--- config.mk ---
export PLATFORM = sky130hd
export DESIGN_NAME = key_debounce_repeat_unit_flat
export DESIGN_NICKNAME = d
export VERILOG_FILES = /design/src/kdr_pkg.sv /design/src/kdr_req_if.sv /design/src/kdr_rsp_if.sv /design/src/kdr_csr.sv /design/src/kdr_core.sv /design/src/key_debounce_repeat_unit.sv /design/src/flat_wrapper.sv
export VERILOG_INCLUDE_DIRS = /design/src /design/src/src
export SDC_FILE = /design/constraint.sdc
export NUM_CORES = 1
export LEC_CHECK = 0
export BUFFER_PORTS_ARGS = -buffer_cell sky130_fd_sc_hd__clkbuf_2
export CAP_MARGIN = 15
export CORE_ASPECT_RATIO = 0.7
export CORE_MARGIN = 4
export CORE_UTILIZATION = 43
export CTS_BUF_LIST = sky130_fd_sc_hd__clkbuf_16
export DETAILED_ROUTE_END_ITERATION = 16
export PLACE_DENSITY_LB_ADDON = 0.15
export SETUP_SLACK_MARGIN = 0.02
export SLEW_MARGIN = 10
export SYNTH_ARGS = -nofsm -noshare
export SYNTH_HDL_FRONTEND = slang
export SYNTH_SLANG_ARGS = --single-unit
--- constraint.sdc ---
create_clock -name clock -period 4.3 [get_ports clock]
set_input_delay 0.215 -clock clock [delete_from_list [all_inputs] [get_ports clock]]
set_output_delay 0.215 -clock clock [all_outputs]
set_load 0.03 [all_outputs]
--- src/key_debounce_repeat_unit_macros.svh ---
// Assertion macros used by the key debounce and repeat datapath (kdr_core).
`ifndef KEY_DEBOUNCE_REPEAT_UNIT_MACROS_SVH
`define KEY_DEBOUNCE_REPEAT_UNIT_MACROS_SVH

// Same-cycle implication, sampled on clock, quiet during reset
`define KDR_ASSERT_NOW(label, ante, cons, msg) \
   label: assert property (@(posedge clock) disable iff (reset) (ante) |-> (cons)) \
      else $error(msg);

// Next-cycle implication, sampled on clock, quiet during reset
`define KDR_ASSERT_NEXT(label, ante, cons, msg) \
   label: assert property (@(posedge clock) disable iff (reset) (ante) |=> (cons)) \
      else $error(msg);

`endif

--- src/kdr_pkg.sv ---
// Package: types, codes and helpers of the key debounce and repeat unit.
package kdr_pkg;

   localparam int KEY_WIDTH      = 8;
   localparam int MODE_WIDTH     = 3;
   localparam int TIMER_WIDTH    = 8;
   localparam int CSR_ADDR_WIDTH = 4;
   localparam int CSR_DATA_WIDTH = 32;
   localparam int NUM_KEYS_DEF   = 8;

   // Reset values of the configuration registers
   localparam logic [KEY_WIDTH-1:0]   AUTO_KEYS_RST   = 8'd0;
   localparam logic [TIMER_WIDTH-1:0] FIRST_DELAY_RST = 8'd50;
   localparam logic [TIMER_WIDTH-1:0] LATER_DELAY_RST = 8'd20;

   // Register indexes (word address)
   typedef enum logic [1:0] {
      CSR_AUTO_KEYS   = 2'd0,
      CSR_FIRST_DELAY = 2'd1,
      CSR_LATER_DELAY = 2'd2
   } csr_index_type;

   // Item modes; codes six and seven fall to the default arm
   typedef enum logic [MODE_WIDTH-1:0] {
      MODE_TICK   = 3'd0,
      MODE_PRESS  = 3'd1,
      MODE_REPEAT = 3'd2,
      MODE_STATE  = 3'd3,
      MODE_SHORT  = 3'd4,
      MODE_LONG   = 3'd5
   } mode_type;

   // Configuration handed from the register block to the datapath
   typedef struct packed {
      logic [KEY_WIDTH-1:0]   auto_keys;
      logic [TIMER_WIDTH-1:0] first_delay;
      logic [TIMER_WIDTH-1:0] later_delay;
   } cfg_type;

   // Mask of the lanes that carry a key
   function automatic logic [KEY_WIDTH-1:0] lane_mask_f(input int num_keys);
      logic [KEY_WIDTH-1:0] m;
      m = '0;
      for (int i = 0; i < KEY_WIDTH; i++) begin
         m[i] = (i < num_keys);
      end
      return m;
   endfunction

endpackage

--- src/kdr_req_if.sv ---
// Interface: request channel carrying tick and query items.
interface kdr_req_if import kdr_pkg::*; ();
   logic                  valid;
   logic                  ready;
   logic [MODE_WIDTH-1:0] mode;
   logic [KEY_WIDTH-1:0]  pin_levels;
   logic [KEY_WIDTH-1:0]  query_keys;

   modport source (output valid, mode, pin_levels, query_keys, input ready);
   modport sink   (input valid, mode, pin_levels, query_keys, output ready);
endinterface

--- src/kdr_rsp_if.sv ---
// Interface: response channel carrying the answer mask.
interface kdr_rsp_if import kdr_pkg::*; ();
   logic                 valid;
   logic                 ready;
   logic [KEY_WIDTH-1:0] keys;

   modport source (output valid, keys, input ready);
   modport sink   (input valid, keys, output ready);
endinterface

--- src/kdr_csr.sv ---
// Configuration register block behind the APB-style port.
module kdr_csr import kdr_pkg::*; (
   input  logic                      clock,
   input  logic                      reset,
   input  logic                      psel,
   input  logic                      penable,
   input  logic                      pwrite,
   input  logic [CSR_ADDR_WIDTH-1:0] paddr,
   input  logic [CSR_DATA_WIDTH-1:0] pwdata,
   output logic [CSR_DATA_WIDTH-1:0] prdata,
   output logic                      pready,
   output cfg_type                   cfg
);

   cfg_type       cfg_ff, cfg_in;
   csr_index_type index;
   logic          write_en;

   assign pready   = 1'b1;
   assign index    = csr_index_type'(paddr[CSR_ADDR_WIDTH-1:2]);
   assign write_en = psel && penable && pwrite && pready;

   // Decode the write beat into the addressed register
   always_comb begin
      cfg_in = cfg_ff;
      if (write_en) begin
         case (index)
            CSR_AUTO_KEYS:   cfg_in.auto_keys   = pwdata[KEY_WIDTH-1:0];
            CSR_FIRST_DELAY: cfg_in.first_delay = pwdata[TIMER_WIDTH-1:0];
            CSR_LATER_DELAY: cfg_in.later_delay = pwdata[TIMER_WIDTH-1:0];
            default:         cfg_in = cfg_ff;
         endcase
      end
   end

   always_ff @(posedge clock) begin
      if (reset) begin
         cfg_ff.auto_keys   <= AUTO_KEYS_RST;
         cfg_ff.first_delay <= FIRST_DELAY_RST;
         cfg_ff.later_delay <= LATER_DELAY_RST;
      end else begin
         cfg_ff <= cfg_in;
      end
   end

   // Return the addressed register on reads
   always_comb begin
      prdata = '0;
      case (index)
         CSR_AUTO_KEYS:   prdata[KEY_WIDTH-1:0]   = cfg_ff.auto_keys;
         CSR_FIRST_DELAY: prdata[TIMER_WIDTH-1:0] = cfg_ff.first_delay;
         CSR_LATER_DELAY: prdata[TIMER_WIDTH-1:0] = cfg_ff.later_delay;
         default:         prdata = '0;
      endcase
   end

   assign cfg = cfg_ff;

endmodule

--- src/kdr_core.sv ---
// Datapath: input register, debounce and query logic, result register.
module kdr_core import kdr_pkg::*; #(
   parameter int NUM_KEYS = NUM_KEYS_DEF
) (
   input  logic      clock,
   input  logic      reset,
   input  cfg_type   cfg,
   kdr_req_if.sink   req,
   kdr_rsp_if.source rsp
);

`include "key_debounce_repeat_unit_macros.svh"

   localparam logic [KEY_WIDTH-1:0] LANES = lane_mask_f(NUM_KEYS);

   // Input register
   logic                  in_valid_ff, in_valid_in;
   logic [MODE_WIDTH-1:0] mode_ff;
   logic [KEY_WIDTH-1:0]  pins_ff;
   logic [KEY_WIDTH-1:0]  ask_ff;

   // Result register
   logic                  out_valid_ff, out_valid_in;
   logic [KEY_WIDTH-1:0]  keys_ff, keys_in;

   // Key state
   logic [KEY_WIDTH-1:0]   debounced_ff, debounced_in;
   logic [KEY_WIDTH-1:0]   press_ff, press_in;
   logic [KEY_WIDTH-1:0]   repeat_ff, repeat_in;
   logic [KEY_WIDTH-1:0]   count_low_ff, count_low_in;
   logic [KEY_WIDTH-1:0]   count_high_ff, count_high_in;
   logic [TIMER_WIDTH-1:0] timer_ff, timer_in;

   logic accept, advance;
   logic press_clear;

   // Tick and query intermediates
   logic [KEY_WIDTH-1:0]   ask, diff, cl, ch, flip, deb_new, held;
   logic [KEY_WIDTH-1:0]   hit_press, hit_repeat, hit_long;
   logic [TIMER_WIDTH-1:0] timer_base, timer_dec;

   assign advance     = in_valid_ff && (!out_valid_ff || rsp.ready);
   assign req.ready   = !in_valid_ff || advance;
   assign accept      = req.valid && req.ready;
   assign in_valid_in = accept || (in_valid_ff && !advance);
   assign out_valid_in = advance || (out_valid_ff && !rsp.ready);

   // Tick and query datapath: vertical counters, toggle, press latch, repeat timer, query hits
   always_comb begin
      ask        = ask_ff & LANES;
      diff       = (debounced_ff ^ ~pins_ff) & LANES;
      cl         = ~(count_low_ff & diff);
      ch         = cl ^ (count_high_ff & diff);
      flip       = diff & cl & ch;
      deb_new    = (debounced_ff ^ flip) & LANES;
      held       = deb_new & cfg.auto_keys & LANES;
      timer_base = (held == '0) ? cfg.first_delay : timer_ff;
      timer_dec  = timer_base - 1'b1;
      hit_press  = ask & press_ff;
      hit_repeat = ask & repeat_ff;
      hit_long   = hit_repeat & press_ff;
   end

   // Next state and answer of the item leaving the input register
   always_comb begin
      debounced_in  = debounced_ff;
      press_in      = press_ff;
      repeat_in     = repeat_ff;
      count_low_in  = count_low_ff;
      count_high_in = count_high_ff;
      timer_in      = timer_ff;
      keys_in       = keys_ff;
      if (advance) begin
         case (mode_type'(mode_ff))
            MODE_TICK: begin
               count_low_in  = cl;
               count_high_in = ch;
               debounced_in  = deb_new;
               press_in      = press_ff | (deb_new & flip);
               if (timer_dec == '0) begin
                  timer_in  = cfg.later_delay;
                  repeat_in = repeat_ff | held;
               end else begin
                  timer_in = timer_dec;
               end
               keys_in = deb_new;
            end
            MODE_PRESS: begin
               if (hit_press != '0) begin
                  press_in = '0;
               end
               keys_in = hit_press;
            end
            MODE_REPEAT: begin
               repeat_in = repeat_ff ^ hit_repeat;
               keys_in   = hit_repeat;
            end
            MODE_STATE: begin
               keys_in = ask & debounced_ff;
            end
            MODE_SHORT: begin
               if ((hit_press & ~debounced_ff) != '0) begin
                  press_in = '0;
               end
               keys_in = hit_press & ~debounced_ff;
            end
            MODE_LONG: begin
               repeat_in = repeat_ff ^ hit_repeat;
               if (hit_long != '0) begin
                  press_in = '0;
               end
               keys_in = hit_long;
            end
            default: begin
               keys_in = '0;
            end
         endcase
      end
   end

   always_ff @(posedge clock) begin
      if (reset) begin
         in_valid_ff   <= 1'b0;
         out_valid_ff  <= 1'b0;
         debounced_ff  <= '0;
         press_ff      <= '0;
         repeat_ff     <= '0;
         count_low_ff  <= '0;
         count_high_ff <= '0;
         timer_ff      <= '0;
      end else begin
         in_valid_ff   <= in_valid_in;
         out_valid_ff  <= out_valid_in;
         debounced_ff  <= debounced_in;
         press_ff      <= press_in;
         repeat_ff     <= repeat_in;
         count_low_ff  <= count_low_in;
         count_high_ff <= count_high_in;
         timer_ff      <= timer_in;
      end
   end

   // Capture the accepted beat; hold payloads while stalled
   always_ff @(posedge clock) begin
      if (accept) begin
         mode_ff <= req.mode;
         pins_ff <= req.pin_levels;
         ask_ff  <= req.query_keys;
      end
      keys_ff <= keys_in;
   end

   assign rsp.valid = out_valid_ff;
   assign rsp.keys  = keys_ff;

   // Flag a press query that hits, for the clearing check
   assign press_clear = advance && (mode_ff == MODE_PRESS) && (hit_press != '0);

   `KDR_ASSERT_NEXT(a_advance_fills_out, advance, out_valid_ff, "result register not loaded")
   `KDR_ASSERT_NEXT(a_stall_holds_in, in_valid_ff && !advance, in_valid_ff, "input beat lost")
   `KDR_ASSERT_NOW(a_lanes_clean, 1'b1, (debounced_ff & ~LANES) == '0, "state outside lanes")
   `KDR_ASSERT_NEXT(a_press_hit_clears, press_clear, press_ff == '0, "press hit did not clear")

endmodule

--- src/key_debounce_repeat_unit.sv ---
// Top level of the eight-lane key debounce and hold-to-repeat unit.
//
//  channel   direction  handshake             payload
//  req_bus   in         valid/ready           mode, pin_levels, query_keys
//  rsp_bus   out        valid/ready           keys
//  apb       in         psel/penable/pready   paddr, pwdata, prdata
//
//  Each item passes through two registers from acceptance to result: the input
//  register, then the result register. The key state is updated as the item leaves
//  the input register, so one item is taken every cycle while the result side keeps up.
//  A stall on the result side holds both registers; the request side stays
//  ready while the input register can drain. Synchronous reset clears all key
//  state and loads the register reset values; no clearing pass is needed.
module key_debounce_repeat_unit import kdr_pkg::*; #(
   parameter int NUM_KEYS = NUM_KEYS_DEF
) (
   input  logic                      clock,
   input  logic                      reset,
   kdr_req_if.sink                   req_bus,
   kdr_rsp_if.source                 rsp_bus,
   input  logic                      psel,
   input  logic                      penable,
   input  logic                      pwrite,
   input  logic [CSR_ADDR_WIDTH-1:0] paddr,
   input  logic [CSR_DATA_WIDTH-1:0] pwdata,
   output logic [CSR_DATA_WIDTH-1:0] prdata,
   output logic                      pready
);

   cfg_type cfg;

   // Configuration registers
   kdr_csr u_csr (
      .clock   (clock),
      .reset   (reset),
      .psel    (psel),
      .penable (penable),
      .pwrite  (pwrite),
      .paddr   (paddr),
      .pwdata  (pwdata),
      .prdata  (prdata),
      .pready  (pready),
      .cfg     (cfg)
   );

   // Debounce, repeat and query datapath
   kdr_core #(
      .NUM_KEYS (NUM_KEYS)
   ) u_core (
      .clock (clock),
      .reset (reset),
      .cfg   (cfg),
      .req   (req_bus),
      .rsp   (rsp_bus)
   );

endmodule

--- src/flat_wrapper.sv ---
// flat-port wrapper written by rule: the top's interface ports become plain ports
module key_debounce_repeat_unit_flat import kdr_pkg::*;
#(
   parameter int NUM_KEYS = NUM_KEYS_DEF
)
  (clock, reset, psel, penable, pwrite, paddr, pwdata, prdata, pready, req_bus_valid, req_bus_mode, req_bus_pin_levels, req_bus_query_keys, req_bus_ready, rsp_bus_valid, rsp_bus_keys, rsp_bus_ready);
  kdr_req_if req_bus_i ();
  kdr_rsp_if rsp_bus_i ();
  input  logic clock;
  input  logic reset;
  input  logic psel;
  input  logic penable;
  input  logic pwrite;
  input  logic [CSR_ADDR_WIDTH-1:0] paddr;
  input  logic [CSR_DATA_WIDTH-1:0] pwdata;
  output logic [CSR_DATA_WIDTH-1:0] prdata;
  output logic pready;
  input wire logic [$bits(req_bus_i.valid)-1:0] req_bus_valid;
  input wire logic [$bits(req_bus_i.mode)-1:0] req_bus_mode;
  input wire logic [$bits(req_bus_i.pin_levels)-1:0] req_bus_pin_levels;
  input wire logic [$bits(req_bus_i.query_keys)-1:0] req_bus_query_keys;
  output wire logic [$bits(req_bus_i.ready)-1:0] req_bus_ready;
  output wire logic [$bits(rsp_bus_i.valid)-1:0] rsp_bus_valid;
  output wire logic [$bits(rsp_bus_i.keys)-1:0] rsp_bus_keys;
  input wire logic [$bits(rsp_bus_i.ready)-1:0] rsp_bus_ready;
  assign req_bus_i.valid = req_bus_valid;
  assign req_bus_i.mode = req_bus_mode;
  assign req_bus_i.pin_levels = req_bus_pin_levels;
  assign req_bus_i.query_keys = req_bus_query_keys;
  assign req_bus_ready = req_bus_i.ready;
  assign rsp_bus_valid = rsp_bus_i.valid;
  assign rsp_bus_keys = rsp_bus_i.keys;
  assign rsp_bus_i.ready = rsp_bus_ready;
  key_debounce_repeat_unit #(.NUM_KEYS(NUM_KEYS)) u_core (.clock(clock), .reset(reset), .req_bus(req_bus_i), .rsp_bus(rsp_bus_i), .psel(psel), .penable(penable), .pwrite(pwrite), .paddr(paddr), .pwdata(pwdata), .prdata(prdata), .pready(pready));
endmodule
-- Yosys cells after proc, flatten, opt, wreduce, memory -nomap -nowiden
Cells that the tools add are included.
- input port bits: 62
- register bits: 101
- output and inout bits: 43
- word-level logic and storage cells: 87
- add/subtract/negate cells: 1
- eq/ne operators: 11
- mux-type cells: 10
- bitwise logic cells: 20
- reductions and logical operators: 30
- operators with widths (operator ; number):
    $and A8 B8 Y8 ; 11
    $mux W8 ; 6
    $pmux W8 S6 ; 1
    $pmux W8 S4 ; 1
    $xor A8 B8 Y8 ; 4
    $not A8 Y8 ; 3
    $pmux W8 S3 ; 1
    $reduce_bool A8 Y1 ; 3
    $logic_not A8 Y1 ; 2
    $or A8 B8 Y8 ; 2
    $pmux W8 S2 ; 1
    $ne A2 B2 Y1 const B ; 4
    $reduce_and A2 Y1 ; 4
    $sub A8 B1 Y8 const B ; 1
    $eq A3 B2 Y1 const B ; 2
    $eq A3 B3 Y1 const B ; 2
    $logic_and A1 B1 Y1 ; 6
    $reduce_and A5 Y1 ; 1
    $logic_not A1 Y1 ; 4
    $logic_or A1 B1 Y1 ; 4
    $reduce_bool A4 Y1 ; 1
    $eq A3 B1 Y1 const B ; 1
    $logic_not A3 Y1 ; 1
    $reduce_and A3 Y1 ; 1
    other kinds (5) ; 5

-- Depth between registers and ports, before layout
Gate-level depths: netlist of run 1.
- depth after elaboration: 14
- gate-level depth with buffers: 15
- depth with buffers taken out: 15

-- Modules after synthesis
Synthesis of run 1 repeated with hierarchy kept, for this count alone.
- cells, all modules: 589
- area total of the unflattened synthesis: 5456.5 um^2
- by module, submodules not included (module ; times used ; area an instance (um^2) ; seq. area each (um^2) ; cells an instance):
    kdr_core ; 1 ; 4073.9 ; 1811.7 ; 438
    kdr_csr ; 1 ; 1382.6 ; 480.5 ; 151

-- Worst setup path before layout of run 1
OpenSTA, ideal clock, no wires.
- path type: reg-to-reg
- start point: register u_core.u_core.pins_ff[6]
- end point: register u_core.u_core.timer_ff[1]
- setup time: 0.062 ns
- arrival time: 4.187 ns
- slack: 0.051 ns
- data required time: 4.238 ns
- stages on the path, launching flop included: 16
- path buffers: 0
- period minus slack after synthesis: 4.249 ns
- cells stage by stage: edfxtp_1 > xnor2_1 > nor2b_1 > nor2b_1 > ha_1 > nor2b_1 > or4_1 > nor2_1 > mux2i_1 > ha_1 > nand2b_1 > or4_1 > nand4_1 > nor4_4 > or4b_2 > nand3_1
- word-level cells in the longest chain between the ends: 13
- elaborated cells between the ends (all ways): 15
- those cells by class: add/sub (1); mux (2); bitwise (10); reduce/logical (2)
- ends and longest elaborated chain (element ; line ; source):
    start, declared ; kdr_core.sv:19 ; logic [KEY_WIDTH-1:0] pins_ff;
    start signal, assigned ; kdr_core.sv:147 ; pins_ff <= req.pin_levels;
    $not A8 Y8 (*) ; kdr_core.sv:51 ; diff = (debounced_ff ^ ~pins_ff) & LANES;
    $xor A8 B8 Y8 (*) ; kdr_core.sv:51 ;
    $and A8 B8 Y8 ; kdr_core.sv:52 ; cl = ~(count_low_ff & diff);
    $not A8 Y8 ; kdr_core.sv:52 ;
    $and A8 B8 Y8 or $xor A8 B8 Y8 (tied branches) ; kdr_core.sv:54, kdr_core.sv:53 ;
    $and A8 B8 Y8 (*) ; kdr_core.sv:54 ; flip = diff & cl & ch;
    $xor A8 B8 Y8 (*) ; kdr_core.sv:55 ; deb_new = (debounced_ff ^ flip) & LANES;
    $and A8 B8 Y8 (*) ; kdr_core.sv:56 ; held = deb_new & cfg.auto_keys & LANES;
    $logic_not A8 Y1 (*) ; kdr_core.sv:57 ; timer_base = (held == '0) ? cfg.first_delay : timer_ff;
    $mux W8 (*) ; kdr_core.sv:57 ;
    $sub A8 B1 Y8 (*) ; kdr_core.sv:58 ; timer_dec = timer_base - 1'b1;
    $logic_not A8 Y1 ; kdr_core.sv:80 ; if (timer_dec == '0) begin
    $mux W8 (*) ; kdr_core.sv:80 ;
    end signal, assigned ; kdr_core.sv:139 ; timer_ff <= timer_in;
    end, declared ; kdr_core.sv:32 ; logic [TIMER_WIDTH-1:0] timer_ff, timer_in;
Every way passes the cells marked *; elsewhere a longest branch is shown, timed or not.
A chain may end at the register's enable or synchronous reset.

-- Worst setup path after layout of run 1
- start point: register u_core.u_core.pins_ff[0]
- end point: register u_core.u_core.timer_ff[1]
Same word-level chain as after synthesis.

==> results.md, run 1 <==
* Status: completed
* Peak supply drop at around 0.19 mV
* Fmax at roughly 0.24 GHz
* Row cnt at 33
* Worst R2R Path Depth at 16
* P_sw at approximately 0.00055 W
* Min-delay src: req_bus_mode[2]
* Initial antenna violation count at 0
* Worst path arrival time at roughly 4.5 ns
* Largest net degree at the start of global routing at between 40 and 50
* Crit Path Max Fanout at 10
* DRC Markers at 0
* Area of the mapped netlist at about 0.0053 mm2
* Reg-to-Reg Start: u_core.u_core.pins_ff[0]
* Clock share of power at roughly 37%
* Slowest-stage cell, CP: or4b_2
* Hold path cells at 1
* Critical R2R Capture: u_core.u_core.timer_ff[1]
* Flop pwr share at approximately half
* Post-synth top flop: dfxtp_1
* Hold worst-path end: u_core.u_core.mode_ff[2]
* IO buf count at 53
* Max Cap Viol at 0
* Gr usage total at 19.9%
* Switching portion of total power at between 20% and 30%
* Die height at around 100 um
* CTS Sinks at between 100 and 150
* Core ar. at ~0.012 mm2
* Post-synth ARST share at 0%
* Post-DP HPWL at around 10000 um
* Area growth syn-to-layout at 18.6%
* M3 GR Usage at roughly 4.8%
* Fillers at about 1100
* Initial Util at roughly 45%
* H-tree depth at 3
* Seq. cell area at roughly 0.0023 mm2
* WL per Instance at roughly 17 um
* Synth Warn # at 0
* GR Util met1 at 31.5%
* Share of layout cells above drive strength 1 at a little over a fifth
* Reg clk slew, reported paths at 0.08 ns
* Total die area at roughly 0.014 mm2
* Drt pass-1 iters at 5
* Critical Path Max Stage Delay at 0.60 ns
* Top Ports at roughly 110
* Final Hold Fails at 0
* Die Span X at between 100 and 150 um
* Internal Power at roughly 0.0015 W
* First-pass GRT wire length at ~22000 um
* Setup tns final at 0 ns
* Routed vias at 4575
* Startpoint Class: flop
* Worst EP required at 4.59 ns
* Worst-Margin Slew at 1.05 ns
* Grt met2 use at between 20 and 30%
* Crit path max-delay family: simple AND/OR/NAND/NOR gates
* Worst-Skew Late Latency at roughly 0.35 ns
* Post-synthesis sequential area ratio at 43.5%
* Power Total at about 0.0021 W
* Post-synth top area share at between 20% and 30%
* Ant. Diodes at 0
* Multi-input gate area at 0.00292 mm2
* Power share of the combinational group at 13.0%
* Final period demand of the worst path at between 4 and 5 ns
* Yosys cell types at 51
* Vias in the first global route at about 4100
* CTS buffer count at 9
* # nets final at roughly 740
* Busiest grt layer: met1
* Setup Skew at between 0.01 and 0.015 ns
* Worst min-delay path class: input port to flop
* Worst rel slew slack at between 30% and 40%
* PwrDens at 332 mW/mm2
* TritonCTS clock tree: yes
* Synth area leaders: dfxtp_1, edfxtp_1, nor2_1
* CTS max path bufs at 2
* Endpoint type of the worst setup path: flop
* Initial DRC count at 484
* Avg Cell Area, Syn at between 8 and 9 um2
* CP bufs+invs at 1
* Post-synth EDFFs at 27
* Synth area leader: dfxtp_1
* CTS Root Cell: clkbuf_16
* Slew Limit Fails at 0
* Antenna Nets Post-Route at 0
* DR vias/cell at 5.53
* Critical path, cell by cell: xnor2_2 > nor2b_2 > nor2b_2 > ha_4 > nor2b_1 > or4_4 > nor2_4 > mux2i_2 > ha_2 > nand2b_4 > or4_4 > nand4_1 > nor4_4 > buf_6 > or4b_2 > nand3_1
* Setup violators final at 0
* Crit Path Category: flop to flop
* FF+latch count, synth at roughly 100
* Drt total wl at roughly 14000 um
* Commonest cells after routing, fill and taps aside: nor2_1, dfxtp_1, nand2_1, clkbuf_2, o21ai_0
* Leak at 2.26 nW
* Cells after synthesis at between 500 and 600
* GRT overflow at 0
* Final Cycle Share at between 90% and 100%
* Final hold slack at around 0.043 ns
* RD Place Congestion at 0.927
* R2R Setup Slk at between 0.1 and 0.15 ns
worst max path at each step:
stage                             start                   endpoint  cells past startpoint
3_3_place_gp   u_core.u_core.pins_ff[0]  u_core.u_core.timer_ff[4]                     15
2_1_floorplan  u_core.u_core.pins_ff[6]  u_core.u_core.timer_ff[1]                     15
5_1_grt        u_core.u_core.pins_ff[0]  u_core.u_core.timer_ff[1]                     16
3_5_place_dp   u_core.u_core.pins_ff[0]  u_core.u_core.timer_ff[2]                     15
6_report       u_core.u_core.pins_ff[0]  u_core.u_core.timer_ff[1]                     16
4_1_cts        u_core.u_core.pins_ff[4]  u_core.u_core.timer_ff[1]                     16
worst register-to-register path: cells and delay by family, from the launching register on:
kind,cells,cell delay (ns)
and+or+nand+nor,11,2.61
xor gates and xnor gates,1,0.16
adders and majority gates,2,0.53
buffers and inverters,1,0.16
muxes,1,0.26
DFF,1,0.42
repair_timing:
item | CTS | global route
pin swaps | 1 | 4
hold buffers | 0 | 0
gates resized for setup | 5 | 30
setup buffers | 2 | 3
setup endpoints to repair | 15 | 16
kinds of logic after synthesis:
group / share of synthesized area [%]
DFF: 43.5
buffers and inverters: 6.43
muxes: 5.53
adders and majority gates: 2.37
xor gates and xnor gates: 2.82
and+or+nand+nor: 22.1
AOI/OAI and AO/OA: 17.1
other: 0.142
cells in the mapped netlist (all sizes together), types with 3 or more instances:
cell / n
nand2b: 4
nand3: 28
a21oi: 31
nor2: 76
nand2: 55
mux2i: 28
nor4: 4
dfxtp: 74
xnor2: 13
buf: 28
ha: 10
nor3b: 5
nand3b: 4
a22oi: 9
nand4: 4
nor2b: 28
a211oi: 18
edfxtp: 27
a32oi: 6
nor3: 15
o22ai: 5
clkbuf: 20
xor2: 4
a311oi: 14
or4: 3
inv: 16
o21ai: 45
per-layer routing:
layer / share of wire (%) / vias to the layer above
met3: 7.7 / 11
met4: 0.73 / 0
met5: 0 / -
met2: 41 / 177
met1: 50 / 2157
li1: - / 2230
registers in the layout, indices dropped and copies added, names as in the netlist:
name                         flops
u_core.u_csr.cfg                24
u_core.u_core.ask                8
u_core.u_core.count_high_ff      8
u_core.u_core.count_low_ff       8
u_core.u_core.debounced_ff       8
u_core.u_core.pins_ff            8
u_core.u_core.press_ff           8
u_core.u_core.repeat_ff          8
u_core.u_core.rsp.keys           8
u_core.u_core.timer_ff           8
u_core.u_core.mode_ff            3
u_core.u_core.in_valid_ff        1
u_core.u_core.rsp.valid          1
area by class of cell:
| cell class | count | share of cell area, % |
|---|---|---|
| Clock inverter | 6 | 0.480 |
| Tap cell | 157 | 3.14 |
| Sequential cell | 101 | 36.7 |
| Clock buffer | 10 | 4.00 |
| Timing Repair Buffer | 84 | 8.08 |
| Multi-Input combinational cell | 453 | 46.6 |
| Inverter | 17 | 1.02 |
through the flow:
step | cell area [um2] | worst slack (ns) | std cells | util, %
floorplan | 5360 | 0.0507 | 619 | -
global placement | 5760 | -0.0443 | 808 | 48.6
detailed placement | 5760 | -0.150 | 808 | 48.6
CTS | 6070 | 0.0224 | 826 | 51.2
global route | 6250 | -0.0386 | 828 | 52.8
finish | 6250 | 0.114 | 828 | 52.8
power by group through the flow:
stage          registers (W)  clock network, W  logic, W
5_1_grt              0.00104          0.000834  0.000293
2_1_floorplan        0.00105                 0  0.000178
3_3_place_gp         0.00105                 0  0.000242
4_1_cts              0.00103          0.000789  0.000248
6_report             0.00104          0.000769  0.000270
3_5_place_dp         0.00105                 0  0.000246
No activity file was read; power rests on OpenSTA's default activity.
==> inputs of run 2 (changes only) <==
- CELL_PAD_IN_SITES_DETAIL_PLACEMENT: not set -> 0
- CELL_PAD_IN_SITES_GLOBAL_PLACEMENT: not set -> 1
- CORE_UTILIZATION: 43 -> 37
==> run 2 against run 1 <==
  * Clock-buffer cell count unchanged
  * Utilization decreased by 7.0 points
  * First-iteration DRC count decreased by 19%
  * Clock power increased by 7.8%
  * Highest routed layer unchanged
  * Setup slack got worse by 0.015 ns
  * Cell area increased by 1.9%
  * Fmax decreased by 0.35%
  * Worst hold slack got worse by 0.0079 ns
  * Global-route usage decreased by 0.80 points
  * Cell count increased by 5.4%
  * Clock skew decreased by 0.0040 ns
  * Largest power group unchanged
  * Die area increased by 15%
==> results.md, run 2 (same netlist as run 1, synthesis figures left out) <==
* Gr usage total at 19.1%
* R2R Setup Slk at between 0.09 and 0.1 ns
* Final Hold Fails at 0
* Worst R2R Path Depth at 16
* Ant. Diodes at 0
* Final hold slack at 0.0349 ns
* Crit path max-delay family: simple AND/OR/NAND/NOR gates
* RSZ-0062 raised after global routing: yes
* Row cnt at 36
* Vias in the first global route at 4255
* Crit Path Category: flop to flop
* Worst EP required at 4.59 ns
* Reg clk slew, reported paths at roughly 0.070 ns
* Slowest-stage cell, CP: or4b_2
* Critical Path Max Stage Delay at ~0.63 ns
* Worst rel slew slack at a little over a quarter
* Hold worst-path end: u_core.u_core.pins_ff[5]
* Initial antenna violation count at 0
* Setup tns final at 0 ns
* Drt pass-1 iters at 5
* CTS buffer count at 9
* Area growth syn-to-layout at 20.9%
* Post-route worst setup slack at 0.0990 ns
* Critical path, cell by cell: xnor2_2 > nor2b_2 > nor2b_1 > ha_1 > nor2b_2 > or4_4 > nor2_4 > mux2i_2 > ha_2 > nand2b_1 > buf_4 > or4_4 > nand4_1 > nor4_2 > or4b_2 > nand3_1
* Endpoint type of the worst setup path: flop
* CTS max path bufs at 2
* First-pass GRT wire length at between 20000 and 25000 um
* IO buf count at 53
* Fmax at about 0.24 GHz
* GRT overflow at 0
* Max Cap Viol at 0
* Setup violators final at 0
* Worst-Margin Slew at 1.10 ns
* CP bufs+invs at 1
* Final period demand of the worst path at ~4.2 ns
* CTS Sinks at between 100 and 150
* Slew Limit Fails at 0
* TritonCTS clock tree: yes
* H-tree depth at 3
* Post-DP HPWL at between 10000 and 15000 um
* Core ar. at around 0.014 mm2
* Share of layout cells above drive strength 1 at 22.7%
* Final core utilization at between 40% and 50%
* Total die area at around 0.016 mm2
* Peak supply drop at approximately 0.17 mV
* Worst path arrival time at 4.49 ns
* Die height at 108 um
* CTS Root Cell: clkbuf_16
* Leak at around 2.3 nW
* Status: completed
* Pre-CTS setup slack at -0.110 ns
* Drt total wl at 15400 um
* Commonest cells after routing, fill and taps aside: nor2_1, dfxtp_1, nand2_1, clkbuf_2, buf_4
* RD Place Congestion at 0.863
* Design area at 0.00637 mm2
* Initial Util at a little under two fifths
* Worst-Skew Late Latency at about 0.35 ns
* # nets final at 750
* Min-delay src: req_bus_pin_levels[5]
* Critical R2R Capture: u_core.u_core.timer_ff[1]
* Final Cycle Share at between 90% and 100%
* WL per Instance at 17.6 um
* Max reg flops at 24
* Crit Path Max Fanout at 5
* Routed vias at 4608
* Initial DRC count at about 400
* Startpoint Class: flop
* Hold path cells at 1
* DRC Markers at 0
* Antenna Nets Post-Route at 0
* Area after DPL at 0.00588 mm2
* Setup Skew at approximately 0.011 ns
* Reg-to-Reg Start: u_core.u_core.pins_ff[3]
* Die Span X at about 150 um
* DR vias/cell at around 5.3
* Worst min-delay path class: input port to flop
* Largest net degree at the start of global routing at between 40 and 50
* Top Ports at around 110
* PwrDens at between 300 and 400 mW/mm2
-- run 2: what timing repair did --
item,in CTS,in global routing
resized for setup,3,26
hold buffers,0,0
buffers inserted,3,2
endpoints found under the setup margin,15,16
gates cloned,1,0
pin swaps,2,5
-- run 2: stage by stage --
| stage | std cells | power, W |
|---|---|---|
| floorplan | 619 | 0.00123 |
| global placement | 852 | 0.00131 |
| detailed placement | 852 | 0.00131 |
| CTS | 872 | 0.00214 |
| global route | 873 | 0.00222 |
| finish | 873 | 0.00214 |
-- run 2: worst register-to-register path, stage by stage, from the launching register on --
cell and delay [ns]:
edfxtp_1 0.42, xnor2_2 0.15, nor2b_2 0.16, nor2b_1 0.13
ha_1 0.35, nor2b_2 0.08, or4_4 0.53, nor2_4 0.16
mux2i_2 0.26, ha_2 0.23, nand2b_1 0.09, buf_4 0.15
or4_4 0.48, nand4_1 0.14, nor4_2 0.10, or4b_2 0.63
nand3_1 0.08
-- run 2: power breakdown --
group          internal [W]  total [W]  switching [W]
sequential          0.00100    0.00104      0.0000311
combinational      0.000102   0.000274       0.000172
clock              0.000437   0.000829       0.000392
-- run 2: cell type report --
class / instances / area, um2
Clock buffer: 10 / 250
Clock inverter: 6 / 48.8
Fill cell: 1368 / 7540
Inverter: 17 / 63.8
Multi-Input combinational cell: 454 / 2880
Sequential cell: 101 / 2290
Tap cell: 190 / 238
Timing Repair Buffer: 95 / 601
-- run 2: worst max-delay path by stage --
stage                                        start                         end  slack (ns)  depth (start not counted)
after floorplan           u_core.u_core.pins_ff[6]   u_core.u_core.timer_ff[1]        0.05                         15
after global placement    u_core.u_core.pins_ff[0]  u_core.u_core.repeat_ff[5]       -0.05                         15
after detailed placement  u_core.u_core.pins_ff[4]  u_core.u_core.repeat_ff[4]       -0.11                         15
after CTS                 u_core.u_core.pins_ff[4]  u_core.u_core.repeat_ff[5]        0.03                         19
after global routing      u_core.u_core.pins_ff[3]   u_core.u_core.timer_ff[1]       -0.06                         16
final                     u_core.u_core.pins_ff[3]   u_core.u_core.timer_ff[1]         0.1                         16
-- run 2: layer usage --
metal	vias up	global-route usage, %	wire length [um]
li1	2257	-	-
met1	2181	30.7	8120
met2	151	25.3	5990
met3	19	3.70	978
met4	0	5.24	269
met5	-	0	0
==> inputs of run 3 (changes only) <==
- RECOVER_POWER: not set -> 100
==> run 3 against run 2 <==
  * The flow now finishes with violations (max-capacitance violations, max-slew violations)
  * Combinational power about the same
  * Register-to-register slack improved by 0.02 ns
  * Wire length rose by 0.20%
  * Cell area fell by 0.49%
  * Largest power group unchanged
  * First-iteration DRC count decreased by 1.5%
  * Worst hold slack lost 0.0014 ns
  * Clock-buffer cell count unchanged
  * Fmax up 0.59%
  * Utilization shrank 0.22 points
  * Non-clock buffer count unchanged
  * Critical endpoint unchanged
==> results.md, run 3 (same netlist as run 1, synthesis figures left out) <==
* Status: finished with violations
* Failing checks: max-capacitance violations, max-slew violations
* Largest net degree at the start of global routing at between 40 and 50
* H-tree depth at 3
* Hold worst-path end: u_core.u_core.mode_ff[2]
* Drt total wl at about 15000 um
* DRC Markers at 0
* Crit Path Max Fanout at 5
* Die Span X at 151 um
* Routed vias at 4612
* WL per Instance at approximately 18 um
* # nets final at between 700 and 800
* Top Ports at about 110
* CP bufs+invs at 1
* Ant. Diodes at 0
* Share of layout cells above drive strength 1 at around a fifth
* Worst EP required at between 4 and 5 ns
* Drt pass-1 iters at 5
* Worst rel slew slack at -5.13%
* Critical path, cell by cell: xnor2_2 > nor2b_2 > nor2b_1 > ha_1 > nor2b_2 > or4_4 > nor2_4 > mux2i_2 > ha_2 > nand2b_1 > buf_4 > or4_4 > nand4_1 > nor4_2 > or4b_2 > nand3_1
* Crit Path Category: flop to flop
* Die height at ~110 um
* Hold path cells at 1
* R2R Setup Slk at approximately 0.12 ns
* Pre-CTS setup slack at -0.110 ns
* Final Cycle Share at between 90% and 100%
* GRT overflow at 0
* Post-DP HPWL at about 11000 um
* Area growth syn-to-layout at 20.3%
* Gr usage total at a little under a fifth
* Setup Skew at approximately 0.01 ns
* First-pass GRT wire length at between 20000 and 25000 um
* Fmax at between 0.2 and 0.25 GHz
* Crit path max-delay family: simple AND/OR/NAND/NOR gates
* Total die area at ~0.016 mm2
* Worst path arrival time at between 4 and 5 ns
* RD Place Congestion at between 0.8 and 0.9
* PwrDens at approximately 340 mW/mm2
* CTS Root Cell: clkbuf_16
* Slowest-stage cell, CP: or4b_2
* Min-delay src: req_bus_mode[2]
* Startpoint Class: flop
* CTS Sinks at 101
* Critical R2R Capture: u_core.u_core.timer_ff[1]
* CTS max path bufs at 2
* RSZ-0062 raised after global routing: yes
* Critical Path Max Stage Delay at between 0.6 and 0.7 ns
* Row cnt at 36
* Endpoint type of the worst setup path: flop
* Peak supply drop at approximately 0.17 mV
* Commonest cells after routing, fill and taps aside: nor2_1, dfxtp_1, nand2_1, buf_4, o21ai_0
* Leak at ~2.2 nW
* Worst R2R Path Depth at 16
* Final period demand of the worst path at ~4.2 ns
* DR vias/cell at around 5.3
* TritonCTS clock tree: yes
* Initial DRC count at 385
* Initial Util at 37.9%
* Worst-Skew Late Latency at about 0.35 ns
* CTS buffer count at 9
* IO buf count at 53
* Max Cap Viol at 1
* Post-route worst setup slack at between 0.1 and 0.15 ns
* Max reg flops at 24
* Worst-Margin Slew at ~1.6 ns
* Reg-to-Reg Start: u_core.u_core.pins_ff[3]
* Setup violators final at 0
* Core ar. at 0.0139 mm2
* Final Hold Fails at 0
* Slew Limit Fails at 20
* Final core utilization at between 40% and 50%
* Reg clk slew, reported paths at ~0.080 ns
* Vias in the first global route at 4255
* Initial antenna violation count at 0
* Antenna Nets Post-Route at 0
* Worst min-delay path class: input port to flop
==> run 3: changes by cell type in the layout (fill, tap and decap cells not counted) <==
cell      before  now
buf_4         39   38
clkbuf_2      53   31
and2_0         0    1
clkbuf_1       0   23
and2_1         1    0
==> run 3: per-layer routing <==
layer / routed length (um) / global-route usage [%] / vias to the layer above
met1: 8020 / 30.7 / 2159
met2: 6030 / 25.3 / 176
li1: - / - / 2259
met4: 242 / 5.24 / 0
met5: 0 / 0 / -
met3: 1100 / 3.70 / 18
==> run 3: what timing repair did <==
| action | 4_1_cts | 5_1_grt |
|---|---|---|
| pin swaps | 2 | 5 |
| resized for setup | 3 | 26 |
| setup endpoints to repair | 15 | 16 |
| setup buffers | 3 | 2 |
| gates cloned | 1 | 0 |
| hold buffers | 0 | 0 |
==> run 3: power by group <==
| group | leakage (nW) | switching [W] | total, W | internal, W |
|---|---|---|---|---|
| combinational | 1.21 | 0.000172 | 0.000272 | 0.0000998 |
| clock | 0.151 | 0.000396 | 0.000833 | 0.000437 |
| sequential | 0.865 | 0.0000313 | 0.00104 | 0.00100 |
| total | 2.23 | 0.000599 | 0.00214 | 0.00154 |
==> run 3: worst max path at each step <==
stage                                  start                          to  depth (start not counted)  slack, ns
detailed placement  u_core.u_core.pins_ff[4]  u_core.u_core.repeat_ff[4]                         15      -0.11
finish              u_core.u_core.pins_ff[3]   u_core.u_core.timer_ff[1]                         16       0.12
global route        u_core.u_core.pins_ff[3]   u_core.u_core.timer_ff[1]                         16      -0.06
floorplan           u_core.u_core.pins_ff[6]   u_core.u_core.timer_ff[1]                         15       0.05
global placement    u_core.u_core.pins_ff[0]  u_core.u_core.repeat_ff[5]                         15      -0.05
CTS                 u_core.u_core.pins_ff[4]  u_core.u_core.repeat_ff[5]                         19       0.03
==> run 3: cell type report <==
class / instances / area, um2
Fill cell: 1385 / 7580
Timing Repair Buffer: 95 / 569
Inverter: 17 / 63.8
Clock buffer: 10 / 250
Multi-Input combinational cell: 454 / 2880
Tap cell: 190 / 238
Clock inverter: 6 / 48.8
Sequential cell: 101 / 2290
==> run 3: through the flow <==
stage	instances	hold WS (ns)	instance area (um2)	setup TNS, ns	power, W
floorplan	619	0.314	5360	0	0.00123
global placement	852	0.391	5880	-0.366	0.00131
detailed placement	852	0.394	5880	-1.07	0.00131
CTS	872	0.0280	6240	0	0.00214
global route	873	0.0237	6340	-0.197	0.00222
finish	873	0.0335	6340	0	0.00214
